`src/design/fam_pkg.sv`:
```
// Shared types, widths and state codes for the exact fraction unit.
// Used by every module of the block; depends on nothing else.
package fam_pkg;

    localparam int OPERAND_BITS = 16;
    localparam int PROD_W       = 2 * OPERAND_BITS;
    // Sums of two products grow by one bit but are kept within 64 bits.
    localparam int SUM_W        = (2 * OPERAND_BITS + 1 > 64) ? 64 : 2 * OPERAND_BITS + 1;
    localparam int DIV_CNT_W    = $clog2(SUM_W + 1);

    localparam int FIELD_W   = 16;
    localparam int WIDE_W    = 32;
    localparam int WIDER_W   = 33;

    typedef enum logic [1:0] {
        REQ_SIMPLIFY = 2'd0,
        REQ_MULTIPLY = 2'd1,
        REQ_ADD      = 2'd2,
        REQ_ADD_ALT  = 2'd3
    } req_type_t;

    typedef struct packed {
        logic [1:0]         req_type;
        logic [FIELD_W-1:0] num1;
        logic [FIELD_W-1:0] den1;
        logic [FIELD_W-1:0] num2;
        logic [FIELD_W-1:0] den2;
    } fam_req_t;

    typedef struct packed {
        logic [WIDE_W-1:0]  expanded_left;
        logic [WIDE_W-1:0]  expanded_right;
        logic [WIDER_W-1:0] raw_numerator;
        logic [WIDE_W-1:0]  raw_denominator;
        logic [WIDER_W-1:0] reduced_numerator;
        logic [WIDE_W-1:0]  reduced_denominator;
        logic               is_whole;
    } fam_res_t;

    typedef struct packed {
        logic             start;
        logic [SUM_W-1:0] dividend;
        logic [SUM_W-1:0] divisor;
    } div_cmd_t;

    typedef struct packed {
        logic             done;
        logic [SUM_W-1:0] quot;
        logic [SUM_W-1:0] rem;
    } div_rsp_t;

    typedef enum logic [3:0] {
        S_IDLE,
        S_GCD_D,
        S_DIV_Q1,
        S_DIV_S1,
        S_MUL_L,
        S_MUL_XL,
        S_MUL_XR,
        S_ADD_SUM,
        S_MUL_N,
        S_MUL_D,
        S_MUL_FIN,
        S_DIV_W,
        S_GCD_R,
        S_DIV_RN,
        S_DIV_RD,
        S_DONE
    } fam_state_t;

endpackage

```
`src/design/fam_div.sv`:
```
// Shared restoring divider: one quotient bit per cycle, gives quotient and remainder.
// Depends on fam_pkg for the operand width and the command and response structs.
module fam_div (
    input  logic              clk,
    input  logic              rst_n,
    input  fam_pkg::div_cmd_t cmd,
    output fam_pkg::div_rsp_t rsp
);
    import fam_pkg::*;

    logic                 busy_reg, busy_next;
    logic                 done_reg, done_next;
    logic [DIV_CNT_W-1:0] cnt_reg, cnt_next;
    logic [SUM_W-1:0]     rem_reg, rem_next;
    logic [SUM_W-1:0]     quot_reg, quot_next;
    logic [SUM_W-1:0]     dvs_reg, dvs_next;
    logic [SUM_W:0]       trial;
    logic                 fits;

    assign trial = {rem_reg, quot_reg[SUM_W-1]};
    assign fits  = trial >= {1'b0, dvs_reg};

    always_comb
    begin
        busy_next = busy_reg;
        done_next = 1'b0;
        cnt_next  = cnt_reg;
        rem_next  = rem_reg;
        quot_next = quot_reg;
        dvs_next  = dvs_reg;
        if (cmd.start && !busy_reg)
        begin
            busy_next = 1'b1;
            cnt_next  = DIV_CNT_W'(SUM_W);
            rem_next  = '0;
            quot_next = cmd.dividend;
            dvs_next  = cmd.divisor;
        end
        else if (busy_reg)
        begin
            if (fits)
            begin
                rem_next = SUM_W'(trial - {1'b0, dvs_reg});
            end
            else
            begin
                rem_next = trial[SUM_W-1:0];
            end
            quot_next = {quot_reg[SUM_W-2:0], fits};
            cnt_next  = cnt_reg - 1'b1;
            if (cnt_reg == DIV_CNT_W'(1))
            begin
                busy_next = 1'b0;
                done_next = 1'b1;
            end
        end
    end

    always_ff @(posedge clk or negedge rst_n)
    begin
        if (!rst_n)
        begin
            busy_reg <= 1'b0;
            done_reg <= 1'b0;
            cnt_reg  <= '0;
        end
        else
        begin
            busy_reg <= busy_next;
            done_reg <= done_next;
            cnt_reg  <= cnt_next;
        end
    end

    always_ff @(posedge clk)
    begin
        rem_reg  <= rem_next;
        quot_reg <= quot_next;
        dvs_reg  <= dvs_next;
    end

    assign rsp.done = done_reg;
    assign rsp.quot = quot_reg;
    assign rsp.rem  = rem_reg;

endmodule

```
`src/design/fam_mul.sv`:
```
// Shared operand multiplier with a registered product.
// Depends on fam_pkg for the operand and product widths.
module fam_mul (
    input  logic                                clk,
    input  logic [fam_pkg::OPERAND_BITS-1:0]    a,
    input  logic [fam_pkg::OPERAND_BITS-1:0]    b,
    output logic [fam_pkg::PROD_W-1:0]          p
);
    import fam_pkg::*;

    logic [PROD_W-1:0] p_reg;

    always_ff @(posedge clk)
    begin
        p_reg <= PROD_W'(a) * PROD_W'(b);
    end

    assign p = p_reg;

endmodule

```
`src/design/fraction_add_multiply_reduce_top.sv`:
```
// Exact fraction unit: sequencer and datapath around a shared divider and multiplier.
// Depends on fam_pkg, fam_div and fam_mul.
//
//   channel   | ports                  | handshake
//   ----------+------------------------+-----------------------------------------
//   request   | start, request, busy   | taken when start is high and busy is low
//   result    | done, result           | one-cycle strobe, cannot be held off
//
// The time a request takes grows with N, the number of Euclid steps in its gcd searches, as
// each step is a divide on the shared bit-serial divider, and these divides dominate the time.
// Busy stays high from acceptance until the result strobe. Reset clears the sequencer and the
// divider control only; no clearing pass is needed.
module fraction_add_multiply_reduce_top (
    input  logic              clk,
    input  logic              rst_n,
    input  logic              start,
    input  fam_pkg::fam_req_t request,
    output logic              busy,
    output logic              done,
    output fam_pkg::fam_res_t result
);
    import fam_pkg::*;

    fam_state_t state_reg, state_next;
    logic       wait_reg, wait_next;

    logic [OPERAND_BITS-1:0] n1_reg, d1_reg, n2_reg, d2_reg;
    logic [OPERAND_BITS-1:0] q1_reg, s1_reg;
    logic [SUM_W-1:0]        a_reg, b_reg;
    logic [PROD_W-1:0]       l_reg, exl_reg, exr_reg;
    logic [SUM_W-1:0]        rn_reg, rd_reg, qn_reg, qd_reg;
    logic                    whole_reg;

    logic [OPERAND_BITS-1:0] in_n1, in_d1, in_n2, in_d2;
    logic                    accept;
    logic                    div_state;

    div_cmd_t                div_cmd;
    div_rsp_t                div_rsp;
    logic [OPERAND_BITS-1:0] mul_a, mul_b;
    logic [PROD_W-1:0]       mul_p;

    fam_div u_div (
        .clk   (clk),
        .rst_n (rst_n),
        .cmd   (div_cmd),
        .rsp   (div_rsp)
    );

    fam_mul u_mul (
        .clk (clk),
        .a   (mul_a),
        .b   (mul_b),
        .p   (mul_p)
    );

    assign busy   = (state_reg != S_IDLE);
    assign accept = start && !busy;

    assign in_n1 = OPERAND_BITS'(request.num1);
    assign in_n2 = OPERAND_BITS'(request.num2);
    // A zero denominator is taken as one.
    assign in_d1 = (OPERAND_BITS'(request.den1) == '0) ? OPERAND_BITS'(1)
                                                       : OPERAND_BITS'(request.den1);
    assign in_d2 = (OPERAND_BITS'(request.den2) == '0) ? OPERAND_BITS'(1)
                                                       : OPERAND_BITS'(request.den2);

    assign div_state = (state_reg == S_GCD_D) || (state_reg == S_DIV_Q1) ||
                       (state_reg == S_DIV_S1) || (state_reg == S_DIV_W) ||
                       (state_reg == S_GCD_R) || (state_reg == S_DIV_RN) ||
                       (state_reg == S_DIV_RD);

    // Next state.
    always_comb
    begin
        state_next = state_reg;
        unique case (state_reg)
            S_IDLE:
            begin
                if (accept)
                begin
                    unique case (request.req_type)
                        REQ_SIMPLIFY: state_next = S_DIV_W;
                        REQ_MULTIPLY: state_next = S_MUL_N;
                        default:      state_next = S_GCD_D;
                    endcase
                end
            end
            S_GCD_D:
            begin
                if (!wait_reg && b_reg == '0)
                begin
                    state_next = S_DIV_Q1;
                end
            end
            S_DIV_Q1:  if (wait_reg && div_rsp.done) state_next = S_DIV_S1;
            S_DIV_S1:  if (wait_reg && div_rsp.done) state_next = S_MUL_L;
            S_MUL_L:   state_next = S_MUL_XL;
            S_MUL_XL:  state_next = S_MUL_XR;
            S_MUL_XR:  state_next = S_ADD_SUM;
            S_ADD_SUM: state_next = S_DIV_W;
            S_MUL_N:   state_next = S_MUL_D;
            S_MUL_D:   state_next = S_MUL_FIN;
            S_MUL_FIN: state_next = S_DIV_W;
            S_DIV_W:
            begin
                if (wait_reg && div_rsp.done)
                begin
                    state_next = (div_rsp.rem == '0) ? S_DONE : S_GCD_R;
                end
            end
            S_GCD_R:
            begin
                if (!wait_reg && b_reg == '0)
                begin
                    state_next = S_DIV_RN;
                end
            end
            S_DIV_RN:  if (wait_reg && div_rsp.done) state_next = S_DIV_RD;
            S_DIV_RD:  if (wait_reg && div_rsp.done) state_next = S_DONE;
            S_DONE:    state_next = S_IDLE;
            default:   state_next = S_IDLE;
        endcase
    end

    // Unit commands. A divide is issued in a divide state and then awaited; the gcd states issue one per Euclid step.
    always_comb
    begin
        div_cmd.start    = 1'b0;
        div_cmd.dividend = a_reg;
        div_cmd.divisor  = b_reg;
        mul_a            = q1_reg;
        mul_b            = d2_reg;
        wait_next        = wait_reg;
        unique case (state_reg)
            S_DIV_Q1:
            begin
                div_cmd.dividend = SUM_W'(d1_reg);
                div_cmd.divisor  = a_reg;
            end
            S_DIV_S1:
            begin
                div_cmd.dividend = SUM_W'(d2_reg);
                div_cmd.divisor  = a_reg;
            end
            S_DIV_W:
            begin
                div_cmd.dividend = rn_reg;
                div_cmd.divisor  = rd_reg;
            end
            S_DIV_RN:
            begin
                div_cmd.dividend = rn_reg;
                div_cmd.divisor  = a_reg;
            end
            S_DIV_RD:
            begin
                div_cmd.dividend = rd_reg;
                div_cmd.divisor  = a_reg;
            end
            S_MUL_XL:
            begin
                mul_a = n1_reg;
                mul_b = s1_reg;
            end
            S_MUL_XR:
            begin
                mul_a = n2_reg;
                mul_b = q1_reg;
            end
            S_MUL_N:
            begin
                mul_a = n1_reg;
                mul_b = n2_reg;
            end
            S_MUL_D:
            begin
                mul_a = d1_reg;
                mul_b = d2_reg;
            end
            default:
            begin
            end
        endcase
        if (div_state)
        begin
            if (!wait_reg)
            begin
                // The gcd loops end without a divide once the remainder is zero.
                if (!((state_reg == S_GCD_D || state_reg == S_GCD_R) && b_reg == '0))
                begin
                    div_cmd.start = 1'b1;
                    wait_next     = 1'b1;
                end
            end
            else if (div_rsp.done)
            begin
                wait_next = 1'b0;
            end
        end
    end

    always_ff @(posedge clk or negedge rst_n)
    begin
        if (!rst_n)
        begin
            state_reg <= S_IDLE;
            wait_reg  <= 1'b0;
        end
        else
        begin
            state_reg <= state_next;
            wait_reg  <= wait_next;
        end
    end

    // Datapath registers.
    always_ff @(posedge clk)
    begin
        if (accept)
        begin
            n1_reg  <= in_n1;
            d1_reg  <= in_d1;
            n2_reg  <= in_n2;
            d2_reg  <= in_d2;
            a_reg   <= SUM_W'(in_d1);
            b_reg   <= SUM_W'(in_d2);
            exl_reg <= '0;
            exr_reg <= '0;
            rn_reg  <= SUM_W'(in_n1);
            rd_reg  <= SUM_W'(in_d1);
        end
        else
        begin
            unique case (state_reg)
                S_GCD_D, S_GCD_R:
                begin
                    if (wait_reg && div_rsp.done)
                    begin
                        a_reg <= b_reg;
                        b_reg <= div_rsp.rem;
                    end
                end
                S_DIV_Q1: if (wait_reg && div_rsp.done) q1_reg <= OPERAND_BITS'(div_rsp.quot);
                S_DIV_S1: if (wait_reg && div_rsp.done) s1_reg <= OPERAND_BITS'(div_rsp.quot);
                S_MUL_XL: l_reg <= mul_p;
                S_MUL_XR: exl_reg <= mul_p;
                S_ADD_SUM:
                begin
                    exr_reg <= mul_p;
                    rn_reg  <= SUM_W'(exl_reg) + SUM_W'(mul_p);
                    rd_reg  <= (l_reg == '0) ? SUM_W'(1) : SUM_W'(l_reg);
                end
                S_MUL_D: rn_reg <= SUM_W'(mul_p);
                S_MUL_FIN: rd_reg <= (mul_p == '0) ? SUM_W'(1) : SUM_W'(mul_p);
                S_DIV_W:
                begin
                    if (wait_reg && div_rsp.done)
                    begin
                        if (div_rsp.rem == '0)
                        begin
                            whole_reg <= 1'b1;
                            qn_reg    <= div_rsp.quot;
                            qd_reg    <= SUM_W'(1);
                        end
                        else
                        begin
                            // gcd(rn, rd) equals gcd(rd, rn mod rd).
                            whole_reg <= 1'b0;
                            a_reg     <= rd_reg;
                            b_reg     <= div_rsp.rem;
                        end
                    end
                end
                S_DIV_RN: if (wait_reg && div_rsp.done) qn_reg <= div_rsp.quot;
                S_DIV_RD: if (wait_reg && div_rsp.done) qd_reg <= div_rsp.quot;
                default:
                begin
                end
            endcase
        end
    end

    assign done                       = (state_reg == S_DONE);
    assign result.expanded_left       = WIDE_W'(exl_reg);
    assign result.expanded_right      = WIDE_W'(exr_reg);
    assign result.raw_numerator       = WIDER_W'(rn_reg);
    assign result.raw_denominator     = WIDE_W'(rd_reg);
    assign result.reduced_numerator   = WIDER_W'(qn_reg);
    assign result.reduced_denominator = WIDE_W'(qd_reg);
    assign result.is_whole            = whole_reg;

endmodule

```
`config.mk`:
```
export PLATFORM = sky130hd
export DESIGN_NAME = fraction_add_multiply_reduce_top
export DESIGN_NICKNAME = d
export VERILOG_FILES = /design/src/design/fam_pkg.sv /design/src/design/fam_div.sv /design/src/design/fam_mul.sv /design/src/design/fraction_add_multiply_reduce_top.sv
export SDC_FILE = /design/constraint.sdc
export NUM_CORES = 2
export LEC_CHECK = 0
export ABC_AREA = 1
export BUFFER_PORTS_ARGS = -buffer_cell sky130_fd_sc_hd__buf_2
export CORE_AREA = 4 4 325 327
export DETAILED_ROUTE_END_ITERATION = 10
export DIE_AREA = 0 0 329 331
export GPL_TIMING_DRIVEN = 0
export PLACE_DENSITY = 0.51
export SYNTH_ARGS = -nofsm -noshare
export SYNTH_HDL_FRONTEND = slang
export SYNTH_SLANG_ARGS = --single-unit
```
`constraint.sdc`:
```
create_clock -name clk -period 6.15 [get_ports clk]
set_clock_uncertainty 0.2 [all_clocks]
set_input_delay 0.615 -clock clk [delete_from_list [all_inputs] [get_ports clk]]
set_output_delay 0.615 -clock clk [all_outputs]
set_load 0.005 [all_outputs]
```
Yosys cells after proc, flatten, opt, wreduce, memory -nomap -nowiden
Cells that the tools add are included.
Word-level totals
  input port bits: 69
  word-level logic and storage cells: 167
  output and inout port bits: 197
  register bits: 534
Operators by class
  reductions and logical operators: 45
  multipliers: 1
  eq/ne operators: 31
  $add $sub $neg: 3
  order comparisons: 1
  mux-type cells: 56
  bitwise gates (word level): 1
Operators with widths (number)
  $mux 33: 12
  $pmux 33 s2: 5
  $pmux 66 s5: 1
  $mux 32: 4
  $mux 16: 6
  $pmux 16 s3: 2
  $logic_not 33->1: 2
  $logic_not 32->1: 2
  $pmux 32 s2: 1
  $pmux 4 s15: 1
  $ge 34x33->1: 1
  $add 32x32->33: 1
  $sub 33x33->33: 1
  $eq 4x4->1 const B: 8
  $logic_not 16->1: 2
  $mul 16x16->32: 1
  $mux 4: 8
  $eq 4x3->1 const B: 4
  $ne 2x1->1 const B: 7
  $mux 1: 12
  $mux 6: 2
  $reduce_bool 2->1: 6
  $reduce_and 5->1: 2
  $reduce_and 3->1: 3
  other kinds (22): 44

Logic depth before layout (Yosys ltp)
  word-level depth: 10
  gate-level depth with buffers: 38

Cells and area by module
Synthesis repeated with hierarchy kept, for this count alone.
Second synthesis, totals
  cell total of the unflattened synthesis: 4841
  area, all modules: 36897.9 µm²
By module, submodules not included
  fraction_add_multiply_reduce_top: cells each 2415, times used 1, area an instance 19697.6 µm², sequential area each 10495.1 µm²
  fam_mul: cells each 1412, times used 1, area an instance 10157.2 µm², sequential area each 640.6 µm²
  fam_div: cells each 1014, times used 1, area an instance 7043.0 µm², sequential area each 2842.7 µm²

Worst setup path before layout
Ideal clock, no wire load.
  kind: reg-to-reg
  from: register state_reg[3]
  to: register u_mul.p_reg[31] (netlist: u_mul.p[31])
  data required time: 5.838 ns
  path buffers: 2
  cell stages (with the launch flop): 28
  arrival time: 6.312 ns
  slack: -0.474 ns
  clock period less this slack: 6.624 ns
  cell sequence: dfrtp_1 inv_1 nand2_1 nor2_1 buf_2 a221oi_1 nand2_1 o21ai_0 buf_2 nor2_1 fa_1 inv_1 fa_1 fa_1 inv_1 fa_1 fa_1 inv_1 fa_1 inv_1 ha_1 nand2_1 nor2_1 inv_1 o21ai_0 nand4_1 nand3_1 nand2_1
Between the ends
  cells in the longest elaborated chain, start to end: 4
Ends and longest elaborated chain
  start, declared: line fraction_add_multiply_reduce_top.sv:24  | fam_state_t state_reg, state_next;
  start signal, assigned: line fraction_add_multiply_reduce_top.sv:212  | state_reg <= state_next;
  $eq 4x3->1 or $eq 4x4->1 (tied branches): line fraction_add_multiply_reduce_top.sv:135  | unique case (state_reg)
  $reduce_or 2->1 (no source line)
  $pmux 16 s3: line fraction_add_multiply_reduce_top.sv:135
  $mul 16x16->32 *: line fam_mul.sv:15  | p_reg <= PROD_W'(a) * PROD_W'(b);
  end signal, assigned: line fam_mul.sv:15
  end, declared: line fam_mul.sv:11  | logic [PROD_W-1:0] p_reg;
Mark *: on every way between the ends. The rest lies on a longest branch, timed or not.
A chain may end at the register's enable or synchronous reset.

Worst setup path in the final report
  from: register state_reg[1]
  to: register u_mul.p_reg[22] (netlist: u_mul.p[22])
Same word-level chain as after synthesis.

==> run_results.csv <==
group,metric,value,unit
run_status,outcome,"complete, but fails checks",
run_status,violations,"capacitance limit, slew limit, setup timing",
sta,grt_setup_unrepaired,"yes",
detailed_routing,vias_per_cell,5.12,
clock_network,root_buffer,"clkbuf_16",
synth,yosys-top-cells-area,"edfxtp_1, nand2_1, dfxtp_1, fa_1, inv_1",
synth,yosysTopAreaCellShare,0.273,
synth,synthFlopType,"edfxtp_1",
critical_path,crit_family,"adder cells",
die,die_w,329,microns
synth,yosys.area.top_type,"edfxtp_1",
global_routing,grt_max_degree,43,
global_routing,grt_use_total,0.268,
synth,synth.most_common_cell,"nand2_1",
worst_hold_path,min_to,"n1_reg[15]",
critical_path,slowest_delay,0.58,ns
sta,hold_violations,0,
detailed_routing,initialDrtViolationCount,2863,
die,initial_utilization,0.346,
synth,synthesis.instances,4444,
critical_path,path_buf_inv,12,
synth,netlist_area,35600,sq um
clock_network,numCtsBuffers,61,
die,coreArea,103000,sq um
final_layout,layout.nets,5372,
sta,fin_hold_ws,0.0580,ns
critical_path,r2r-start,"state_reg[1]",
critical_path,regToRegEndpoint,"u_mul.p[22]",
sta,min_period,6.85,ns
sta,max_slew_margin,-0.00543,
detailed_routing,ant_nets,0,
die,std_cell_rows,118,
place,port_buffers,265,
synth,yosysSeqAreaShare,0.392,
synth,synth_enable_flop_cells,324,
detailed_routing,wl_per_cell,23.4,microns
place,gp_congestion,0.966,
critical_path,start_kind,"flip-flop",
critical_path,crit_type,"flip-flop to flip-flop",
critical_path,cp.arrival,7.23,ns
synth,async_flop_share,0.0244,
sta,setup_viol,21,
worst_hold_path,holdCritStartpoint,"request[63]",
sta,worst_slack,-0.701,ns
clock_network,htreeDepth,2,
worst_hold_path,hp-class,"primary input to flip-flop",
clock_network,clkTransAtPathRegs,0.06,ns
place,dp_hpwl,121000,microns
detailed_routing,wl,149000,microns
clock_network,cts_tree,"built",
sta,worst_pin_slew,1.49,ns
die,die_y,331,microns
critical_path,crit_slowest_cell,"fa_2",
synth,synthTopCellsByCount,"nand2_1, inv_1, nor2_1",
global_routing,first_global_vias,31669,
sta,slew_violations,1,
detailed_routing,via_count,32610,
detailed_routing,drc,0,
global_routing,overflow,0,
sta,fin_crit_sh,1.11,
final_layout,area_growth,24.3,%
clock_network,clock_latency,0.68,ns
die,dieArea,109000,sq um
synth,synth_cell_type_count,55,
critical_path,cp_data_required_time,6.53,ns
synth,synth_seq_cells,533,
critical_path,crit_top_cell,"inv_2",
critical_path,critPathCaptureType,"flip-flop",
synth,postSynthAreaPerCell,8.02,sq um
synth,syn_nets,4880,
place,pre_cts_ws,-1.51,ns
global_routing,grt_pass1_wl,213000,microns
worst_hold_path,hold_depth,1,
critical_path,r2r_setup_slack,-0.70,ns
clock_network,cts_sinks,533,
critical_path,rr_worst_depth,30,
final_layout,layout-drive-gt1-share,0.180,
synth,yosysWarningCount,0,
run,drv_cap,1,
detailed_routing,first_pass_iters,5,
global_routing,grt_antenna_before_repair,5,
sta,max_freq,0.146,GHz
die,ioPinCount,266,
clock_network,cts_buffer_depth,3,
critical_path,cp_max_fo,5,
## cell families (layout without fill, tap and decap cells)
group | after synthesis | in the layout | synth area share
AND/OR/NAND/NOR | 1915 | 1915 | 0.217
buffers and inverters | 961 | 1505 | 0.104
AO/OA/AOI/OAI | 619 | 619 | 0.104
flip-flops | 533 | 533 | 0.392
adder cells (fa/ha/maj) | 367 | 367 | 0.170
XOR/XNOR | 49 | 49 | 0.0120
other | 0 | 2 | 0
## layout by cell type (no fill, tap or decap), drive strengths merged, types with 23 or more instances in the layout
cell type | netlist | routed
nand4 | 31 | 31
xor2 | 26 | 26
nand2 | 1195 | 1195
xnor2 | 23 | 23
buf | 69 | 471
nor4 | 29 | 29
dfxtp | 196 | 196
clkinv | 3 | 24
o221ai | 23 | 23
edfxtp | 324 | 324
o211ai | 27 | 27
clkbuf | 98 | 175
inv | 791 | 794
a21oi | 166 | 166
nand3 | 191 | 191
fa | 196 | 196
dlygate4sd3 | 0 | 24
nor3 | 30 | 30
a221oi | 34 | 34
ha | 171 | 171
nor2 | 413 | 413
o21ai | 304 | 304
## layer usage
metal,GRT usage,vias to the layer above,wire (microns),part of all wire
met3,0.0380,247,10000,0.067
met4,0.0966,0,6290,0.042
met5,0,-,0,0
met1,0.360,15933,64000,0.43
li1,-,15215,-,-
met2,0.443,1215,69100,0.46
## timing repair
item	in CTS	in global routing
endpoints found under the hold margin	36	0
cloned	5	1
gates resized for setup	320	155
buffers inserted	104	28
setup endpoints to repair	24	23
hold buffers	24	0
pin swaps	98	117
## stage by stage
step,util,area (sq um),instances,setup TNS (ns)
6_report,0.431,44300,6370,-11.28
5_1_grt,0.431,44300,6368,-15.39
4_1_cts,0.423,43500,6341,-9.28
3_5_place_dp,0.378,38900,6095,-27.25
3_3_place_gp,0.377,38800,6089,-65.95
2_1_floorplan,-,35700,4444,0
## layout make-up
type,instances,area (sq um)
plain buffers,167,916
inverters,794,3080
clock buffers,77,1720
fillers,10539,58600
flip-flops and latches,533,14000
clock inverters,38,429
well taps,1380,1730
multi-input cells,2950,19400
repair inverters,1,7.51
diodes,2,5.00
repair buffers,428,3000
## worst max-delay path by stage
stage            startpoint           to  slack [ns]  cells past startpoint
2_1_floorplan  state_reg[2]  u_mul.p[27]      0.0002                     30
3_3_place_gp   state_reg[2]  u_mul.p[27]       -1.56                     26
3_5_place_dp   state_reg[2]  u_mul.p[27]       -1.51                     26
4_1_cts        state_reg[2]  u_mul.p[29]       -0.60                     29
5_1_grt        state_reg[1]  u_mul.p[28]       -0.90                     32
6_report       state_reg[1]  u_mul.p[22]       -0.70                     30
Power is not shown: default switching activity piles up to over one toggle a cycle in this logic, so the estimate is an artifact.
